`src/design/skc_pkg.sv`:
```
`default_nettype none
package skc_pkg;

  localparam int SAMPLE_BITS    = 24;
  localparam int LOG_TABLE_BITS = 10;
  localparam int QUEUE_DEPTH    = 2;
  localparam int ROOT_COUNT     = 16;

  localparam logic [16:0] ONE_Q16     = 17'h10000;
  localparam logic [18:0] DB_PER_LOG2 = 19'd394566;
  localparam logic [13:0] LOG2_PER_DB = 14'd10885;

  localparam logic signed [15:0] THRESHOLD_RESET = -16'sd5120;
  localparam logic signed [15:0] GATE_RESET      = -16'sd15360;
  localparam logic [16:0]        INV_RATIO_RESET = 17'd32768;
  localparam logic signed [15:0] GAIN_RESET      = -16'sd2560;

  typedef enum logic [2:0] {
    REG_THRESHOLD,
    REG_GATE,
    REG_INV_RATIO,
    REG_KNEE_WIDTH,
    REG_KNEE_SCALE,
    REG_ATTACK,
    REG_RELEASE,
    REG_COUPLING
  } cfg_index_t;

  typedef struct packed {
    logic signed [SAMPLE_BITS-1:0] left_sample;
    logic signed [SAMPLE_BITS-1:0] right_sample;
    logic signed [15:0]            coupling_gain_db;
  } in_item_t;

  typedef struct packed {
    logic signed [SAMPLE_BITS-1:0] out_left;
    logic signed [SAMPLE_BITS-1:0] out_right;
    logic signed [15:0]            gain_db;
    logic                          gated;
  } out_item_t;

  typedef struct packed {
    logic signed [15:0] threshold_db;
    logic signed [15:0] gate_threshold_db;
    logic [16:0]        inv_ratio;
    logic [13:0]        knee_width_db;
    logic [15:0]        knee_scale;
    logic [15:0]        attack_coef;
    logic [15:0]        release_coef;
    logic [16:0]        coupling_weight;
  } cfg_t;

  typedef struct packed {
    logic signed [15:0] level;
    in_item_t           item;
  } q_item_t;

  typedef logic [31:0] root_tab_t [ROOT_COUNT];

  function automatic logic [SAMPLE_BITS-1:0] abs_sample(input logic signed [SAMPLE_BITS-1:0] x);
    logic [SAMPLE_BITS-1:0] u;
    u = $unsigned(x);
    return x[SAMPLE_BITS-1] ? (SAMPLE_BITS'(0) - u) : u;
  endfunction

  function automatic logic [63:0] isqrt64(input logic [63:0] v_in);
    logic [63:0] v;
    logic [63:0] res;
    logic [63:0] bm;
    v   = v_in;
    res = 64'd0;
    bm  = 64'h4000_0000_0000_0000;
    for (int i = 0; i < 32; i++) begin
      if (v >= res + bm) begin
        v   = v - (res + bm);
        res = (res >> 1) + bm;
      end else begin
        res = res >> 1;
      end
      bm = bm >> 2;
    end
    return res;
  endfunction

  // Q30 roots 2^(2^-(k+1)): the first the floor root of 2, each later one the floor root of the one before
  function automatic root_tab_t build_roots();
    root_tab_t   tab;
    logic [63:0] root;
    root = isqrt64(64'h2000_0000_0000_0000);
    for (int k = 0; k < ROOT_COUNT; k++) begin
      tab[k] = root[31:0];
      root   = isqrt64(root << 30);
    end
    return tab;
  endfunction

  localparam root_tab_t ROOTS = build_roots();

endpackage
`default_nettype wire

```
`src/design/skc_front.sv`:
```
`default_nettype none
module skc_front #(
  parameter int LOG_TABLE_BITS = 10
) (
  input  logic              clk,
  input  logic              rst_n,
  input  logic              in_valid,
  output logic              in_ready,
  input  skc_pkg::in_item_t in_data,
  output logic              push_valid,
  input  logic              push_ready,
  output skc_pkg::q_item_t  push_data
);
  import skc_pkg::*;

  localparam int SB     = SAMPLE_BITS;
  localparam int LZ_W   = $clog2(SB);
  localparam int NEG_W  = LZ_W + 16;
  localparam int PROD_W = NEG_W + 19;
  localparam int RND_W  = PROD_W - 24;
  localparam int Y_W    = 31;

  typedef enum logic [2:0] {F_IDLE, F_NORM, F_SQ, F_MUL, F_PUSH} state_t;

  state_t                  state_r;
  in_item_t                item_r;
  logic [SB-1:0]           norm_r [2];
  logic [LZ_W-1:0]         lz_r   [2];
  logic [1:0]              zero_r;
  logic [Y_W-1:0]          y_r    [2];
  logic [15:0]             frac_r [2];
  logic [3:0]              cnt_r;
  logic [PROD_W-1:0]       prod_r;
  logic                    silent_r;

  logic [SB-1:0]           abs_in    [2];
  logic [1:0]              lane_done;
  logic [SB-1:0]           norm_step [2];
  logic [LZ_W-1:0]         lz_step   [2];
  logic [Y_W-1:0]          y_init    [2];
  logic [61:0]             sq        [2];
  logic [31:0]             yy        [2];
  logic [NEG_W-1:0]        neg       [2];
  logic [NEG_W-1:0]        neg_sel;
  logic [PROD_W-1:0]       rnd_sum;
  logic [RND_W-1:0]        rounded;
  logic [16:0]             mag;

  always_comb begin
    abs_in[0] = abs_sample(in_data.left_sample);
    abs_in[1] = abs_sample(in_data.right_sample);
    for (int l = 0; l < 2; l++) begin
      lane_done[l] = zero_r[l] | norm_r[l][SB-1];
      if (norm_r[l][SB-1 -: 4] == 4'd0) begin
        norm_step[l] = norm_r[l] << 4;
        lz_step[l]   = lz_r[l] + LZ_W'(4);
      end else begin
        norm_step[l] = norm_r[l] << 1;
        lz_step[l]   = lz_r[l] + LZ_W'(1);
      end
      y_init[l] = Y_W'({1'b1, norm_r[l][SB-2 -: LOG_TABLE_BITS]}) << (30 - LOG_TABLE_BITS);
      sq[l]     = {31'd0, y_r[l]} * {31'd0, y_r[l]};
      yy[l]     = sq[l][61:30];
      neg[l]    = {lz_r[l], 16'd0} - {{LZ_W{1'b0}}, frac_r[l]};
    end
    if (zero_r[0]) begin
      neg_sel = neg[1];
    end else if (zero_r[1]) begin
      neg_sel = neg[0];
    end else begin
      neg_sel = (neg[0] <= neg[1]) ? neg[0] : neg[1];
    end
    rnd_sum = prod_r + PROD_W'(24'h80_0000);
    rounded = rnd_sum[PROD_W-1:24];
    if (silent_r || (32'(rounded) > 32'd32768)) begin
      mag = ONE_Q16 >> 1;
    end else begin
      mag = 17'(rounded);
    end
  end

  assign in_ready        = (state_r == F_IDLE);
  assign push_valid      = (state_r == F_PUSH);
  assign push_data.item  = item_r;
  assign push_data.level = 16'(17'd0 - mag);

  always_ff @(posedge clk) begin
    if (!rst_n) begin
      state_r <= F_IDLE;
    end else begin
      case (state_r)
        F_IDLE: begin
          if (in_valid) begin
            item_r <= in_data;
            for (int l = 0; l < 2; l++) begin
              norm_r[l] <= abs_in[l];
              lz_r[l]   <= '0;
              zero_r[l] <= (abs_in[l] == '0);
            end
            state_r <= F_NORM;
          end
        end
        F_NORM: begin
          for (int l = 0; l < 2; l++) begin
            if (!lane_done[l]) begin
              norm_r[l] <= norm_step[l];
              lz_r[l]   <= lz_step[l];
            end
            y_r[l]    <= y_init[l];
            frac_r[l] <= '0;
          end
          cnt_r <= '0;
          if (&lane_done) begin
            state_r <= F_SQ;
          end
        end
        F_SQ: begin
          for (int l = 0; l < 2; l++) begin
            if (yy[l][31]) begin
              y_r[l]    <= yy[l][31:1];
              frac_r[l] <= {frac_r[l][14:0], 1'b1};
            end else begin
              y_r[l]    <= yy[l][30:0];
              frac_r[l] <= {frac_r[l][14:0], 1'b0};
            end
          end
          cnt_r <= cnt_r + 4'd1;
          if (cnt_r == 4'd15) begin
            state_r <= F_MUL;
          end
        end
        F_MUL: begin
          prod_r   <= PROD_W'(neg_sel) * PROD_W'(DB_PER_LOG2);
          silent_r <= &zero_r;
          state_r  <= F_PUSH;
        end
        F_PUSH: begin
          if (push_ready) begin
            state_r <= F_IDLE;
          end
        end
        default: state_r <= F_IDLE;
      endcase
    end
  end

endmodule
`default_nettype wire

```
`config.mk`:
```
export PLATFORM = sky130hd
export DESIGN_NAME = skc_front
export DESIGN_NICKNAME = d
export VERILOG_FILES = /design/src/design/skc_pkg.sv /design/src/design/skc_front.sv
export SDC_FILE = /design/constraint.sdc
export NUM_CORES = 2
export LEC_CHECK = 0
export BUFFER_PORTS_ARGS = -buffer_cell sky130_fd_sc_hd__buf_2
export CAP_MARGIN = 20
export CORE_ASPECT_RATIO = 0.8
export CORE_MARGIN = 1
export CORE_UTILIZATION = 60
export CTS_CLUSTER_DIAMETER = 80
export DETAILED_ROUTE_END_ITERATION = 8
export PLACE_DENSITY_LB_ADDON = 0.1
export SETUP_SLACK_MARGIN = 0.2
export SYNTH_ARGS = -nofsm -noshare
export SYNTH_HDL_FRONTEND = slang
export SYNTH_SLANG_ARGS = --single-unit
```
`constraint.sdc`:
```
create_clock -name clk -period 11.05 [get_ports clk]
set_input_delay 1.105 -clock clk [delete_from_list [all_inputs] [get_ports clk]]
set_output_delay 1.105 -clock clk [all_outputs]
set_load 0.01 [all_outputs]
```
# Yosys cells after proc, flatten, opt, wreduce, memory -nomap -nowiden
# Memory sizes are Yosys's and may differ from the RTL's.
# Index checks and enable logic that the tools add are counted.
# totals
register_bits,113
ramBits,152
input_bits,68
n_memories,4
# memory_table
memory,depth,word_bits,rd,rd_ports_with_merged_regs,wr,line,rtl
y_r,2,31,2,0,2,skc_front.sv:30,logic [Y_W-1:0] y_r [2];
norm_r,2,24,2,0,2,skc_front.sv:27,logic [SB-1:0] norm_r [2];
frac_r,2,16,2,0,2,skc_front.sv:31,logic [15:0] frac_r [2];
lz_r,2,5,2,0,2,skc_front.sv:28,logic [LZ_W-1:0] lz_r [2];
# op_classes
addsub,11
n_mul,3
magnitude_cmp,2
eq_ne,9
muxes,59
n_bitwise,14
n_reduce_logical,13
# ops
operator,count
2-to-1 mux 24 bit,6
multiplier 31 x 31 -> 62 bit,2
2-to-1 mux 31 bit,4
2-to-1 mux 16 bit,5
2-to-1 mux 21 bit,3
zero test 24 bit,2
subtractor 1 x 24 -> 24 bit (first input constant),2
subtractor 21 x 16 -> 21 bit,2
adder 40 x 24 -> 40 bit (second input constant),1
multiplier 21 x 18 -> 39 bit (second input constant),1
2-to-1 mux 1 bit,31
less-or-equal comparator 21 bit,1
2-to-1 mux 5 bit,4
greater-than comparator 16 bit (second input constant),1
subtractor 1 x 16 -> 16 bit (first input constant),1
case mux 3 bit (5 select lines),1
bitwise OR 1 bit,14
2-to-1 mux 3 bit,4
adder 5 x 1 -> 5 bit (second input constant),2
adder 5 x 3 -> 5 bit (second input constant),2
zero test 4 bit,2
case mux 4 bit (2 select lines),1
AND reduction 2 bit,4
== test 3 x 2 -> 1 bit (second input constant),2
11 further kinds,13

# Depth between registers and ports, before layout
# An unclocked memory read counts as a cell.
# depth
ltp_word,8
depth_mapped,41
depth_no_buf,39

# Least setup slack after synthesis
# OpenSTA, ideal clock, no wires.
# synth_timing
kind,flip-flop to flip-flop
start,mem frac_r[0][6]
end,"reg prod_r[39], data pin"
setup_time_ps,260
arrival_ps,8899
t_required_ps,10790
slack_ps,1891
stages_incl_launch_ff,38
n_path_buf,1
period_less_slack_ps,9159
cell_sequence,edfxtp_1 > or4_1 > or3_1 > or4_1 > nor3_2 > nand2b_1 > nand2_1 > nand2_1 > xor2_1 > inv_1 > ha_1 > nand4_1 > nor4_1 > a221oi_1 > a21oi_1 > buf_2 > mux2_1 > ha_1 > [2 not listed] > fa_1 > inv_1 > fa_1 > inv_1 > fa_1 > inv_1 > fa_1 > ha_1 > or3_1 > a221oi_1 > a211oi_1 > o21ai_1 > a31oi_1 > o21ai_0 > a211o_1 > a41o_1 > o21bai_1 > xnor2_1
# synth_rtl
item,line,rtl
"start, declared",skc_front.sv:31,
"end signal, assigned",skc_front.sv:133,prod_r <= PROD_W'(neg_sel) * PROD_W'(DB_PER_LOG2);
"end, declared",skc_front.sv:33,logic [PROD_W-1:0] prod_r;

==> qor.yml <==
status: "finished clean"
clk_path_buf_depth: 3
hold_violations: 0
report.final.setup_viol: 0
yosysTopAreaCellShare_pct: 44.3
syn_area_per_cell_um2: 9.59
postCtsHoldBufs: 0
critPathCaptureType: "register"
cts_setup_buffers: 0
slowest_stage: "mux2i_1"
cp-start-kind: "register"
rows: 112
antenna_found_initial: 4
ant_nets: 0
worstSetupPathType: "register to register"
die_w_um: 386
io_pins: 150
hpwl_mm: 150
yosysWarnings: 0
synthesis.area_mm2: 0.0709
max_freq_mhz: 102
grt_pass1_vias: 53100
via_count: 49100
drtIter0Drc: 3224
synth_top_cell_by_area: "fa_1"
grt_pass1_wl_mm: 291
cts_max_level: 2
place_congestion: 0.920
start_util_pct: 60.7
routed_via_density: 5.45
path_buf_inv: 6
reg2reg_depth: 36
cts_root_buf: "clkbuf_16"
drive_gt1_share_pct: 5.11
syn_nets: 9772
tightest_slew_ns: 1.16
port_buffers: 149
dieHeight_um: 310
max_stage_delay_ns: 0.67
core_mm2: 0.117
drv_slew: 0
track_usage_pct: 31.3
path_max_fanout: 26
crit_required_ns: 11.35
cp_common_cell: "inv_1"
r2r_start: "frac_r[0][6]"
synth_area_leaders: "fa_1, ha_1, inv_1"
yosysUniqueCellTypes: 87
cap_violations: 0
fill_cells: 9794
area_delta_synth_final_pct: 5.43
numClockSinks: 243
ctsResizeCount: 0
ys_seq_elements: 243
rsz0062_at_grt: "no"
route.detailed.drc: 0
synthArstFlopShare_pct: 0
hp-class: "register to register"
reg2reg_slack_ns: 1.23
synth-main-ff-cell: "edfxtp_1"
grt_max_degree: 75
drt-total-wl_mm: 179
clkTransAtPathRegs_ns: 0.06
seq_area_frac_synth_pct: 10.2
firstDrtPassIters: 6
netlist_instances: 7395
fin_crit_ns: 9.82
crit_family: "adder cells"
worstSetupEndpoint: "prod_r[39]"
setup_tns_ns: 0
skew_ns: 0.0267
clk_latency_ns: 0.56
overflow: 0
synth_edf_count: 239
cts_tree: "done"
max_slew_margin_pct: 22.6
wire_per_inst_um: 19.9
critPathLaunch: "frac_r[0][6]"
timing.critical_path.depth: 36
cp.arrival_ns: 10.12
dieArea_mm2: 0.120
nets: 9829
cts_made_buffers: 34
r2r_end: "prod_r[39]"
period_share_pct: 88.8
-- worst min-delay path: stages, from the launching register on --
cell and delay (ns):
edfxtp_1 0.34, nand3_1 0.06, o21ai_0 0.07
-- cell type report --
| class | instances | area (um2) | share of cell area (%) |
|---|---|---|---|
| clock inverter | 23 | 344 | 0.460 |
| antenna | 2 | 5.00 | 0.00669 |
| sequential | 243 | 7260 | 9.70 |
| timing repair buffer | 261 | 1590 | 2.12 |
| clock buffer | 38 | 866 | 1.16 |
| tap | 1539 | 1930 | 2.57 |
| multi-input combinational | 4842 | 55000 | 73.6 |
| inverter | 2070 | 7770 | 10.4 |
-- through the flow --
stage                     area [um2]  hold WS, ns  worst slack, ns  utilization, %  instances
after floorplan                70900        0.541             1.89               -       7395
after detailed placement       73600        0.572             1.25            63.0       8955
after global placement         73600        0.556             1.40            63.0       8955
final                          74800        0.583             1.23            64.0       9018
after global routing           74800        0.620            0.670            64.0       9016
after CTS                      74800        0.588             1.25            64.0       9016
-- registers in the layout, summed over array words and instances, names as in the netlist --
signal,cells
norm_r,48
frac_r,32
prod_r,17
y_r,62
lz_r,10
zero_r,2
silent_r,1
push_data,64
state_r,3
cnt_r,4
-- cells in the mapped netlist, types with 71 or more instances --
library cell and number:
nor2_1 309, xnor2_1 130, inv_1 2055, clkbuf_1 227, ha_1 740, a21oi_1 172
xor2_1 96, a21o_1 79, fa_1 1569, and2_1 342, o21ai_0 84, nand2_1 680
mux2i_1 71, edfxtp_1 239
-- layout by cell type (no fill, tap or decap), types with 7 or more instances in the layout --
cell type  count
and3_1        63
xnor2_1      130
nor3_1        39
nand2b_1      24
a21oi_1      171
clkinv_1      13
a21o_1        79
inv_1       2055
mux2i_1       71
o21ai_0       84
o31ai_1       18
or3_1         11
or2_2         17
nor4_1        24
and2_1       341
buf_4        112
o21a_1        18
buf_2        149
ha_1         740
edfxtp_1     239
o211ai_1      12
o21bai_1      20
o21ai_1       36
mux2_2        14
a211oi_1      21
xor2_1        96
nand4_1       44
nand3_1       51
fa_1        1569
or4_1          8
a31oi_1       25
clkbuf_16     34
nand2_1      679
nor2_1       305
nor2b_1       26
a221oi_1       7
-- layer usage --
layer | wire (um) | GRT usage (%)
met5 | 8 | 0
met4 | 3990 | 6.08
met3 | 14500 | 5.69
met2 | 80100 | 49.0
met1 | 80500 | 46.1
-- worst min-delay path by stage --
stage / start / end / slack (ns) / cells after the start
4_1_cts: norm_r[0][24] / norm_r[0][25] / 0.59 / 2
3_5_place_dp: norm_r[0][24] / norm_r[0][25] / 0.57 / 2
6_report: norm_r[0][24] / norm_r[0][25] / 0.58 / 2
5_1_grt: norm_r[0][24] / norm_r[0][25] / 0.62 / 2
3_3_place_gp: norm_r[0][25] / norm_r[0][26] / 0.56 / 2
2_1_floorplan: norm_r[0][0] / norm_r[0][1] / 0.54 / 2
-- kinds of logic (layout without fill, tap and decap cells) --
logic type	Yosys count	in the layout	share of synthesized area [%]
compound gates	548	548	4.89
xor+xnor	227	227	2.81
fa+ha+maj	2309	2309	57.3
buf+inv	2310	2392	12.3
flops	243	243	10.2
mux	87	87	1.26
other cells	0	2	0
simple gates	1671	1671	11.2
Power is not shown: default switching activity piles up to over one toggle a cycle in this logic, so the estimate is an artifact.
