`config.mk`:
```
export PLATFORM = sky130hd
export DESIGN_NAME = skc_queue
export DESIGN_NICKNAME = d
export VERILOG_FILES = /design/src/design/skc_pkg.sv /design/src/design/skc_queue.sv
export SDC_FILE = /design/constraint.sdc
export NUM_CORES = 1
export LEC_CHECK = 0
export BUFFER_PORTS_ARGS = -buffer_cell sky130_fd_sc_hd__buf_2
export CAP_MARGIN = 20
export CORE_MARGIN = 1.5
export CORE_UTILIZATION = 45
export CTS_CLUSTER_DIAMETER = 30
export DETAILED_ROUTE_END_ITERATION = 16
export PLACE_DENSITY = 0.71
export SLEW_MARGIN = 20
export SYNTH_ARGS = -nofsm -noshare
export SYNTH_HDL_FRONTEND = slang
export SYNTH_SLANG_ARGS = --single-unit
```
`constraint.sdc`:
```
create_clock -name clk -period 10 [get_ports clk]
set_input_delay 2.5 -clock clk [delete_from_list [all_inputs] [get_ports clk]]
set_output_delay 2.5 -clock clk [all_outputs]
set_load 0.01 [all_outputs]
```
`src/design/skc_pkg.sv`:
```
`default_nettype none
package skc_pkg;

  localparam int SAMPLE_BITS    = 24;
  localparam int LOG_TABLE_BITS = 10;
  localparam int QUEUE_DEPTH    = 2;
  localparam int ROOT_COUNT     = 16;

  localparam logic [16:0] ONE_Q16     = 17'h10000;
  localparam logic [18:0] DB_PER_LOG2 = 19'd394566;
  localparam logic [13:0] LOG2_PER_DB = 14'd10885;

  localparam logic signed [15:0] THRESHOLD_RESET = -16'sd5120;
  localparam logic signed [15:0] GATE_RESET      = -16'sd15360;
  localparam logic [16:0]        INV_RATIO_RESET = 17'd32768;
  localparam logic signed [15:0] GAIN_RESET      = -16'sd2560;

  typedef enum logic [2:0] {
    REG_THRESHOLD,
    REG_GATE,
    REG_INV_RATIO,
    REG_KNEE_WIDTH,
    REG_KNEE_SCALE,
    REG_ATTACK,
    REG_RELEASE,
    REG_COUPLING
  } cfg_index_t;

  typedef struct packed {
    logic signed [SAMPLE_BITS-1:0] left_sample;
    logic signed [SAMPLE_BITS-1:0] right_sample;
    logic signed [15:0]            coupling_gain_db;
  } in_item_t;

  typedef struct packed {
    logic signed [SAMPLE_BITS-1:0] out_left;
    logic signed [SAMPLE_BITS-1:0] out_right;
    logic signed [15:0]            gain_db;
    logic                          gated;
  } out_item_t;

  typedef struct packed {
    logic signed [15:0] threshold_db;
    logic signed [15:0] gate_threshold_db;
    logic [16:0]        inv_ratio;
    logic [13:0]        knee_width_db;
    logic [15:0]        knee_scale;
    logic [15:0]        attack_coef;
    logic [15:0]        release_coef;
    logic [16:0]        coupling_weight;
  } cfg_t;

  typedef struct packed {
    logic signed [15:0] level;
    in_item_t           item;
  } q_item_t;

  typedef logic [31:0] root_tab_t [ROOT_COUNT];

  function automatic logic [SAMPLE_BITS-1:0] abs_sample(input logic signed [SAMPLE_BITS-1:0] x);
    logic [SAMPLE_BITS-1:0] u;
    u = $unsigned(x);
    return x[SAMPLE_BITS-1] ? (SAMPLE_BITS'(0) - u) : u;
  endfunction

  function automatic logic [63:0] isqrt64(input logic [63:0] v_in);
    logic [63:0] v;
    logic [63:0] res;
    logic [63:0] bm;
    v   = v_in;
    res = 64'd0;
    bm  = 64'h4000_0000_0000_0000;
    for (int i = 0; i < 32; i++) begin
      if (v >= res + bm) begin
        v   = v - (res + bm);
        res = (res >> 1) + bm;
      end else begin
        res = res >> 1;
      end
      bm = bm >> 2;
    end
    return res;
  endfunction

  // Q30 roots 2^(2^-(k+1)): the first the floor root of 2, each later one the floor root of the one before
  function automatic root_tab_t build_roots();
    root_tab_t   tab;
    logic [63:0] root;
    root = isqrt64(64'h2000_0000_0000_0000);
    for (int k = 0; k < ROOT_COUNT; k++) begin
      tab[k] = root[31:0];
      root   = isqrt64(root << 30);
    end
    return tab;
  endfunction

  localparam root_tab_t ROOTS = build_roots();

endpackage
`default_nettype wire

```
`src/design/skc_queue.sv`:
```
`default_nettype none
module skc_queue (
  input  logic             clk,
  input  logic             rst_n,
  input  logic             push_valid,
  output logic             push_ready,
  input  skc_pkg::q_item_t push_data,
  output logic             pop_valid,
  input  logic             pop_ready,
  output skc_pkg::q_item_t pop_data
);
  import skc_pkg::*;

  localparam int PTR_W = $clog2(QUEUE_DEPTH);

  q_item_t          mem_r [QUEUE_DEPTH];
  logic [PTR_W-1:0] wr_ptr_r;
  logic [PTR_W-1:0] rd_ptr_r;
  logic [PTR_W:0]   count_r;
  logic             do_push;
  logic             do_pop;

  assign push_ready = (count_r != (PTR_W + 1)'(QUEUE_DEPTH));
  assign pop_valid  = (count_r != '0);
  assign pop_data   = mem_r[rd_ptr_r];
  assign do_push    = push_valid && push_ready;
  assign do_pop     = pop_valid && pop_ready;

  always_ff @(posedge clk) begin
    if (do_push) begin
      mem_r[wr_ptr_r] <= push_data;
    end
  end

  always_ff @(posedge clk) begin
    if (!rst_n) begin
      wr_ptr_r <= '0;
      rd_ptr_r <= '0;
      count_r  <= '0;
    end else begin
      if (do_push) begin
        wr_ptr_r <= (wr_ptr_r == PTR_W'(QUEUE_DEPTH - 1)) ? '0 : wr_ptr_r + 1'b1;
      end
      if (do_pop) begin
        rd_ptr_r <= (rd_ptr_r == PTR_W'(QUEUE_DEPTH - 1)) ? '0 : rd_ptr_r + 1'b1;
      end
      if (do_push && !do_pop) begin
        count_r <= count_r + 1'b1;
      end else if (do_pop && !do_push) begin
        count_r <= count_r - 1'b1;
      end
    end
  end

endmodule
`default_nettype wire

```
## Yosys cells after proc, flatten, opt, wreduce, memory -nomap -nowiden

Memory sizes are Yosys's and may differ from the RTL's. A register that Yosys moved wholly into a read port is not among the register bits.
Index checks and enable logic that the tools add are counted.

| operators by class | value |
|---|---|
| add/subtract/negate cells | 4 |
| equal/unequal tests | 1 |
| muxes and demuxes | 8 |
| reduce and logical (&&, ||, !) cells | 8 |

Operators by type and width:

| operator | number |
|---|---|
| two-way mux 1 bit | 6 |
| logical AND 1 bit | 4 |
| two-way mux 2 bit | 2 |
| nonzero test 2 bit | 2 |
| adder 1 bit (second input constant) | 2 |
| adder 2 x 1 -> 2 bit (second input constant) | 1 |
| zero test 1 bit | 2 |
| != test 2 bit (second input constant) | 1 |
| subtractor 2 x 1 -> 2 bit (second input constant) | 1 |

| word-level totals | value |
|---|---|
| bits in registers | 4 |
| RAM bits | 160 |
| input port bits | 84 |
| logic and storage cells | 25 |
| memories kept | 1 |

Memories:

| memory | depth | bits a word | rd ports | clocked after memory_dff | wr ports | RTL line | RTL |
|---|---|---|---|---|---|---|---|
| mem_r | 2 | 80 | 1 | 1 | 1 | skc_queue.sv:16 | `q_item_t mem_r [QUEUE_DEPTH];` |

## Depth between registers and ports, before layout

Gate-level depths: netlist of the first run.

| depth | value |
|---|---|
| depth in word-level cells | 6 |
| gate-level depth with buffers | 6 |
| mapped depth without buffers | 6 |

## Least setup slack after synthesis of the first run

Ideal clock, no wire load.

| timing | value |
|---|---|
| path kind | input to register |
| start | in push_valid |
| end | mem mem_r[1][0] (netlist name), enable pin |
| setup time | 0.448 ns |
| arrival | 4.415 ns |
| required time | 9.552 ns |
| path slack | 5.137 ns |
| stages on the path | 1 |
| cells stage by stage | and3_1 |

| between the ends | value |
|---|---|
| cells in the longest elaborated chain, start to end | 3 |

Ends and longest elaborated chain:

| element | RTL line | RTL |
|---|---|---|
| start, declared | skc_queue.sv:5 | `input logic push_valid,` |
| logical AND 1 bit | skc_queue.sv:26 | `assign do_push = push_valid && push_ready;` |
| two-way mux 1 bit | skc_queue.sv:30 | `if (do_push) begin` |
| two-way mux 1 bit (not written as such) | skc_queue.sv:31 | `mem_r[wr_ptr_r] <= push_data;` |
| end, declared | skc_queue.sv:16 |  |

No other way between the ends.

==> metrics, run 1 <==
status complete, no violations; Worst Max-Slew Pin Slew around 1.1 ns; Min-Delay Path Class reg -> reg; relative max-transition margin 0.283; hold_buf cts 0; Post-Route WL 10300 um; initial antenna violation count 1; Syn Nets ~360; nets@finish between 500 and 600; CTS tree done; area grow syn2layout 26.9%; core area between 0.01 and 0.015 sq mm; leakage power 0.00281 uW; CTS H-tree lvls 4; FF-to-FF path depth 5; GRT Resource Usage Total 0.151; share of the yosys chip area belonging to registers 0.818; Hold Vio Cnt, Final 0; CTS root buffer clkbuf_16; R2R Setup Slk 8.18 ns; Post-CTS Repair Setup Buffers 0; Hold WS 0.558 ns; Worst Path Required ~7.5 ns; global placement routability congestion around 0.7; ant diodes 0; layout cells sized above 1 0.608; Sink Count around 170; Final setup viols 0; IO buf count around 170; Distinct cells, synth 19; drt pass-1 iters 4; Cells after Synth around 270; Max Freq between 0.2 and 0.25 GHz; Synth area leaders edfxtp_1 (80%), mux2_2 (15%), dfxtp_1 (1.7%); Worst-path clk slew about 0.050 ns; Final Skew 0.00702 ns; Max IR drop VDD approximately 0.16 mV; Mean Syn Cell Area between 20 and 25 sq um; RR Endpoint mem_r[0][40]$_DFFE_PP_; Post-DP HPWL ~6400 um; initial core utilization 0.467; num rows slightly above 40; die width 118 um; pin count of the biggest net entering global routing ~80; number of global-route vias before repair ~3200; CP arrival between 2 and 2.5 ns; Post-CTS Resized 0; Routed Antenna Nets 0; CP max FO 80; total die area 0.0140 sq mm; RSZ-0062 raised after global routing false; first-pass GRT wire length roughly 16000 um; GR Overflow Total 0; worst skew pair latency 0.42 ns; # Max-Cap Violations 0; Max Slew Vio Count 0; Clock Path Buffers 2; Crit. End Element output port; total negative slack 0 ns; Syn Std Cell Area 0.00599 sq mm; footprint of the multi-input gates 0.00104 sq mm; top cell type's share of synthesized area 0.802; worst hold start count_r[1]$_SDFFE_PN0P_; Post-route DRC 0; PwrDens about 250 mW/mm^2; min Tclk post-route between 4 and 5 ns; routed len/inst ~16 um; io pins 166; Worst R2R Start count_r[0]$_SDFFE_PN0P_; hold endpoint count_r[1]$_SDFFE_PN0P_; die height 118 um; vias per inst 4.81; startpoint type of the worst setup path flop; initial DRC count roughly 150; Num CTS Buffers 17; Yosys reg bits around 170; Fillers 974; depth of the worst hold-timing path 2; vias 3062; WS Path Type reg -> out; Synth Warn # 0; biggest area consumer among synthesized cells edfxtp_1; Final period util 0.460; area occupied by registers just under 0.005 sq mm
==> cell usage after synthesis, drive strengths merged <==
master / instances
xor2: 1
and2: 4
or3: 1
xnor2: 2
buf: 9
mux2: 80
o21ai: 2
or2: 1
ha: 1
inv: 1
dfxtp: 5
a21bo: 1
edfxtp: 160
and3: 1
a21boi: 2
nand3b: 1
nand2b: 1
==> sequential cells by signal, summed over array words and instances, names as in the netlist, named ones only <==
register,cells
rd_ptr_r,1
count_r,2
mem_r,160
wr_ptr_r,1
==> per-layer routing <==
layer  GRT usage  vias to the layer above  wire length [um]
li1            -                     1443                 -
met1       0.158                     1490              4000
met2       0.260                      110              5230
met3      0.0632                       19               819
met4      0.0753                        0               217
met5           0                        -                 0
==> critical path: stages (launching register included) <==
cell and delay, ns:
dfxtp_4 1.04, mux2_2 0.45, buf_2 0.15
==> area by class of cell <==
cell class | count | share of cell area
repair buffers | 168 | 0.117
multi-input cells | 98 | 0.137
well taps | 172 | 0.0283
flip-flops and latches | 165 | 0.645
inverters | 1 | 0.000658
clock inverters | 14 | 0.0150
clock buffers | 18 | 0.0564
==> how the worst max path moves through the flow <==
stage          slack [ns]        from  depth (start not counted)                     to
6_report             5.40        flop                          2           pop_data[53]
5_1_grt              5.27        flop                          2           pop_data[53]
4_1_cts              5.34        flop                          2           pop_data[53]
3_5_place_dp         5.80        flop                          2           pop_data[53]
3_3_place_gp         5.80        flop                          2           pop_data[52]
2_1_floorplan        5.14  push_valid                          1  mem_r[1][0]$_DFFE_PP_
==> metrics by stage <==
stage / util / instances / power, uW / cell area [sq um] / setup WS [ns]
finish: 0.593 / 636 / 1920 / 7600 / 5.40
global route: 0.593 / 636 / 2010 / 7600 / 5.27
CTS: 0.589 / 634 / 1940 / 7550 / 5.34
detailed placement: 0.546 / 602 / 1350 / 7010 / 5.80
global placement: 0.546 / 602 / 1340 / 7010 / 5.80
floorplan: - / 273 / 1190 / 5990 / 5.14
==> kinds of logic after synthesis <==
| kind of cell | after synthesis | synth area share |
|---|---|---|
| flip-flops | 165 | 0.818 |
| multiplexers | 80 | 0.150 |
| buffers and inverters | 10 | 0.00814 |
| AND/OR/NAND/NOR | 9 | 0.0109 |
| AO/OA/AOI/OAI | 5 | 0.00584 |
| XOR/XNOR | 3 | 0.00438 |
| adder cells (fa/ha/maj) | 1 | 0.00209 |
==> cells in the final DEF, fill, tap and decap left out, types with 2 or more instances in the layout <==
| cell | synthesis | routed |
|---|---|---|
| dfxtp_1 | 5 | 4 |
| buf_16 | 0 | 2 |
| xnor2_1 | 2 | 2 |
| clkbuf_16 | 0 | 17 |
| buf_2 | 9 | 165 |
| clkinv_4 | 0 | 2 |
| edfxtp_1 | 160 | 160 |
| clkinv_2 | 0 | 3 |
| clkinv_1 | 0 | 3 |
| and2_1 | 4 | 4 |
| clkinvlp_4 | 0 | 6 |
| mux2_2 | 80 | 80 |
==> power by group <==
| group | switching [uW] | total [uW] | internal [uW] |
|---|---|---|---|
| clock network | 247 | 586 | 338 |
| registers | 65.2 | 930 | 864 |
| logic | 190 | 405 | 215 |
Note: power is estimated with default switching activity, not from simulation.
==> inputs of run 2 (changes only) <==
==> constraint.sdc (replaced) <==
create_clock -name clk -period 4.6 [get_ports clk]
set_input_delay 1.15 -clock clk [delete_from_list [all_inputs] [get_ports clk]]
set_output_delay 1.15 -clock clk [all_outputs]
set_load 0.01 [all_outputs]
==> run 2 against run 1 <==
Total power is 120% higher. Sequential power grew 110%. Die area unchanged. Critical path type unchanged. Highest routed layer unchanged. Largest power group unchanged. Core utilization is 0.24 points higher. Critical path depth up 1. Clock power up 130%. Critical endpoint unchanged. Combinational power rose by 130%.
==> metrics, run 2 (same netlist as run 1, synthesis figures left out) <==
Num CTS Buffers 17; worst skew pair latency 0.41 ns; Final period util 0.677; largest reg by FF count mem_r; io pins around 170; initial DRC count about 180; Max IR drop VDD ~0.44 mV; Hold Vio Cnt, Final 0; global placement routability congestion about 0.71; drt pass-1 iters 4; routed len/inst 16.2 um; leakage power ~0.0028 uW; Total Power between 4000 and 5000 uW; nets@finish roughly 540; worst-path cell chain buf_12, mux2_2, buf_2; core area 0.0128 sq mm; initial antenna violation count 1; ant diodes 0; Worst Path Required between 3 and 4 ns; Max Freq around 0.32 GHz; layout cells sized above 1 0.602; GR Overflow Total 0; RSZ-0062 raised after global routing false; Final Skew between 0.004 and 0.005 ns; total negative slack 0 ns; die width between 100 and 150 um; num rows around 40; first-pass GRT wire length 16000 um; Worst-path clk slew 0.06 ns; area grow syn2layout 27.4%; largest registers mem_r x160, count_r x2; max reg flops 160; relative max-transition margin 0.458; Final setup viols 0; Worst Max-Slew Pin Slew 0.812 ns; Post-Route WL ~10000 um; Clock Path Buffers 2; IO buf count between 150 and 200; number of global-route vias before repair about 3200; CTS tree done; Fillers ~970; Post-DP HPWL around 6600 um; Min-Delay Path Class reg -> reg; Max Slew Vio Count 0; vias between 3000 and 4000; Hold WS about 0.56 ns; PwrDens ~560 mW/mm^2; die height around 120 um; Slowest-stage cell, CP dfxtp_4; # Max-Cap Violations 0; status complete, no violations; Largest stage delay, worst path between 0.6 and 0.7 ns; most frequent cells in the layout buf_2 (165), edfxtp_1 (160), mux2_2 (80); critical path buffer and inverter count 2; vias per inst between 4 and 5; Sink Count about 170; CP max FO 42; Post-CTS Resized 0; Crit. End Element output port; CP arrival 1.96 ns; min Tclk post-route 3.11 ns; leading cell type in the layout, fill and taps excluded buf_2; hold_buf cts 0; CTS H-tree lvls 4; Routed Antenna Nets 0; startpoint type of the worst setup path flop; family with the most delay on the worst path flip-flops; Post-route DRC 0; WS Path Type reg -> out; CTS root buffer clkbuf_16; R2R Setup Slk roughly 2.5 ns; pin count of the biggest net entering global routing between 80 and 90; Post-CTS Repair Setup Buffers 0; footprint of the multi-input gates between 0.001 and 0.0015 sq mm; total die area 0.0140 sq mm; area occupied by registers 0.00491 sq mm; GRT Resource Usage Total 0.154; initial core utilization 0.467
[run 2: area by class of cell]
type	instances	area share
clock inverters	11	0.0175
well taps	172	0.0282
clock buffers	21	0.0577
flip-flops and latches	165	0.643
inverters	1	0.000655
repair buffers	169	0.116
multi-input cells	98	0.137
[run 2: power by group]
part           total [uW]  internal [uW]  switching (uW)
registers            1980           1880            94.5
logic                 927            465             462
clock network        1360            845             517
[run 2: through the flow]
stage,cell area (sq um),utilization,worst slack (ns),std cells
floorplan,5990,-,1.09,273
global placement,7010,0.547,1.73,603
detailed placement,7010,0.547,1.68,603
CTS,7590,0.592,1.28,635
global route,7640,0.595,1.36,637
finish,7640,0.595,1.49,637
[run 2: worst register-to-register path, cell delays in order, from the launching register on]
cell and delay (ns):
dfxtp_1 0.35, nand2b_4 0.18, nand3b_1 0.12, clkinv_2 0.62, buf_4 0.56
[run 2: final timing paths]
| check | startpoint | endpoint | depth (start not counted) |
|---|---|---|---|
| max | flop | pop_data[53] | 3 |
| min | count_r[1]$_SDFFE_PN0P_ | count_r[1]$_SDFFE_PN0P_ | 2 |
| max reg2reg | count_r[0]$_SDFFE_PN0P_ | mem_r[0][74]$_DFFE_PP_ | 4 |
| min reg2reg | count_r[1]$_SDFFE_PN0P_ | count_r[1]$_SDFFE_PN0P_ | 2 |
[run 2: per-layer routing]
metal  vias up  track usage  wire (um)
met1      1456        0.174       4100
met3        21       0.0637        862
li1       1442            -          -
met4         0       0.0745        237
met5         -            0          0
met2       117        0.254       5140
==> inputs of run 3 (changes only) <==
--- a/config.mk
+++ b/config.mk
@@ -11,7 +11,7 @@
 export CORE_UTILIZATION = 45
 export CTS_CLUSTER_DIAMETER = 30
 export DETAILED_ROUTE_END_ITERATION = 16
-export PLACE_DENSITY = 0.71
+export PLACE_DENSITY = 0.74
 export SLEW_MARGIN = 20
 export SYNTH_ARGS = -nofsm -noshare
 export SYNTH_HDL_FRONTEND = slang
==> constraint.sdc (replaced) <==
create_clock -name clk -period 2.6 [get_ports clk]
set_input_delay 0.65 -clock clk [delete_from_list [all_inputs] [get_ports clk]]
set_output_delay 0.65 -clock clk [all_outputs]
set_load 0.01 [all_outputs]
==> run 3 against run 2 <==
Sequential cell count unchanged. Clock power increased by 76%. Sequential power increased by 75%. Core utilization increased by 0.22 points. Critical path depth unchanged. Wire length increased by 2.7%. First-iteration DRC count decreased by 18%. Clock skew increased by 0.00096 ns. Register-to-register slack got worse by 1.6 ns. Combinational power increased by 84%. Die area unchanged. Final cell count increased by 0.47%.
==> metrics, run 3 (same netlist as run 1, synthesis figures left out) <==
status complete, no violations; Max IR drop VDD around 0.52 mV; Final Cell Area around 0.0077 sq mm; most frequent cells in the layout buf_2 (165), edfxtp_1 (160), mux2_2 (80); FF-to-FF path depth 4; Min-Delay Path Class in -> reg; family with the most delay on the worst path flip-flops; Clock Path Buffers 2; drt pass-1 iters 4; Post-route DRC 0; Worst R2R Start count_r[0]$_SDFFE_PN0P_; final core area utilization 0.598; Post-CTS Repair Setup Buffers 0; depth of the worst hold-timing path 1; CTS root buffer clkbuf_16; RR Endpoint mem_r[0][25]$_DFFE_PP_; relative max-transition margin 0.590; worst-path cell chain buf_4, mux2_2, buf_2; vias per inst about 4.8; Worst-path clk slew around 0.060 ns; Crit. End Element output port; hold endpoint mem_r[0][59]$_DFFE_PP_; Num CTS Buffers 17; R2R Setup Slk roughly 0.90 ns; initial antenna violation count 0; Sink Count 165; total die area approximately 0.014 sq mm; IO buf count about 170; io pins roughly 170; min Tclk post-route 2.48 ns; largest registers mem_r x160, count_r x2; number of global-route vias before repair 3367; core area 0.0128 sq mm; first-pass GRT wire length about 17000 um; leading cell type in the layout, fill and taps excluded buf_2; area grow syn2layout 27.9%; critical path buffer and inverter count 2; CTS H-tree lvls 4; num rows 41; Max Freq around 0.40 GHz; Max Slew Vio Count 0; vias between 3000 and 4000; PwrDens roughly 990 mW/mm^2; Placement Cell Area approximately 0.0071 sq mm; startpoint type of the worst setup path flop; worst skew pair latency a little over 0.4 ns; WS Path Type reg -> out; Routed Antenna Nets 0; Post-CTS Resized 0; # Max-Cap Violations 0; Slowest-stage cell, CP dfxtp_4; Hold WS between 0.4 and 0.5 ns; routed len/inst ~17 um; CTS tree done; max reg flops 160; GRT Resource Usage Total 0.159; Worst Path Required around 2.0 ns; ant diodes 0; largest reg by FF count mem_r; layout cells sized above 1 0.607; Final Skew approximately 0.0053 ns; Largest stage delay, worst path about 0.6 ns; Worst Max-Slew Pin Slew a little over 0.6 ns; Hold Vio Cnt, Final 0; GR Overflow Total 0; CP arrival 1.83 ns; RSZ-0062 raised after global routing false; CP max FO 26; Final setup viols 0; hold_buf cts 0; total negative slack 0 ns; die width 118 um; worst hold start push_data[59]; initial DRC count 144; leakage power between 0.002 and 0.003 uW; Post-DP HPWL 6970 um; dpl ws 0.545 ns; setup ws final between 0.1 and 0.15 ns; Final period util 0.954; pin count of the biggest net entering global routing 46; Post-Route WL between 10000 and 15000 um; nets@finish 540; global placement routability congestion about 0.70; initial core utilization 0.467; die height 118 um
==> run 3: changes by cell type in the layout (fill, tap and decap cells not counted) <==
cell      delta
buf_16       -1
clkinv_2     +1
clkbuf_1     -1
buf_4        +2
buf_12       +2
==> run 3: where the power goes <==
| group | switching [uW] | internal [uW] |
|---|---|---|
| registers | 147 | 3330 |
| clock network | 912 | 1490 |
| logic | 859 | 851 |
==> run 3: layout make-up <==
cell class / count / area (sq um)
fill: 1030 / 5160
sequential: 165 / 4910
multi-input combinational: 98 / 1040
timing repair buffer: 172 / 916
clock buffer: 20 / 437
tap: 172 / 215
clock inverter: 12 / 136
inverter: 1 / 7.51
==> run 3: worst max-delay path by stage <==
stage	slack [ns]	cells past startpoint	startpoint	to
global route	0.03	3	flop	pop_data[4]
floorplan	0.26	2	push_valid	mem_r[0][0]$_DFFE_PP_
detailed placement	0.55	3	flop	pop_data[30]
CTS	0.08	3	flop	pop_data[30]
finish	0.12	3	flop	pop_data[30]
global placement	0.55	3	flop	pop_data[17]
==> run 3: metrics by stage <==
step           power [uW]  cells
2_1_floorplan        4560    273
3_3_place_gp         5220    608
3_5_place_dp         5270    608
4_1_cts              7690    640
5_1_grt              7910    640
6_report             7580    640
==> run 3: layer usage <==
layer,GRT usage,routed length (um),vias up
li1,-,-,1442
met2,0.262,5380,118
met1,0.180,4200,1516
met3,0.0676,809,22
met4,0.0761,240,0
met5,0,0,-
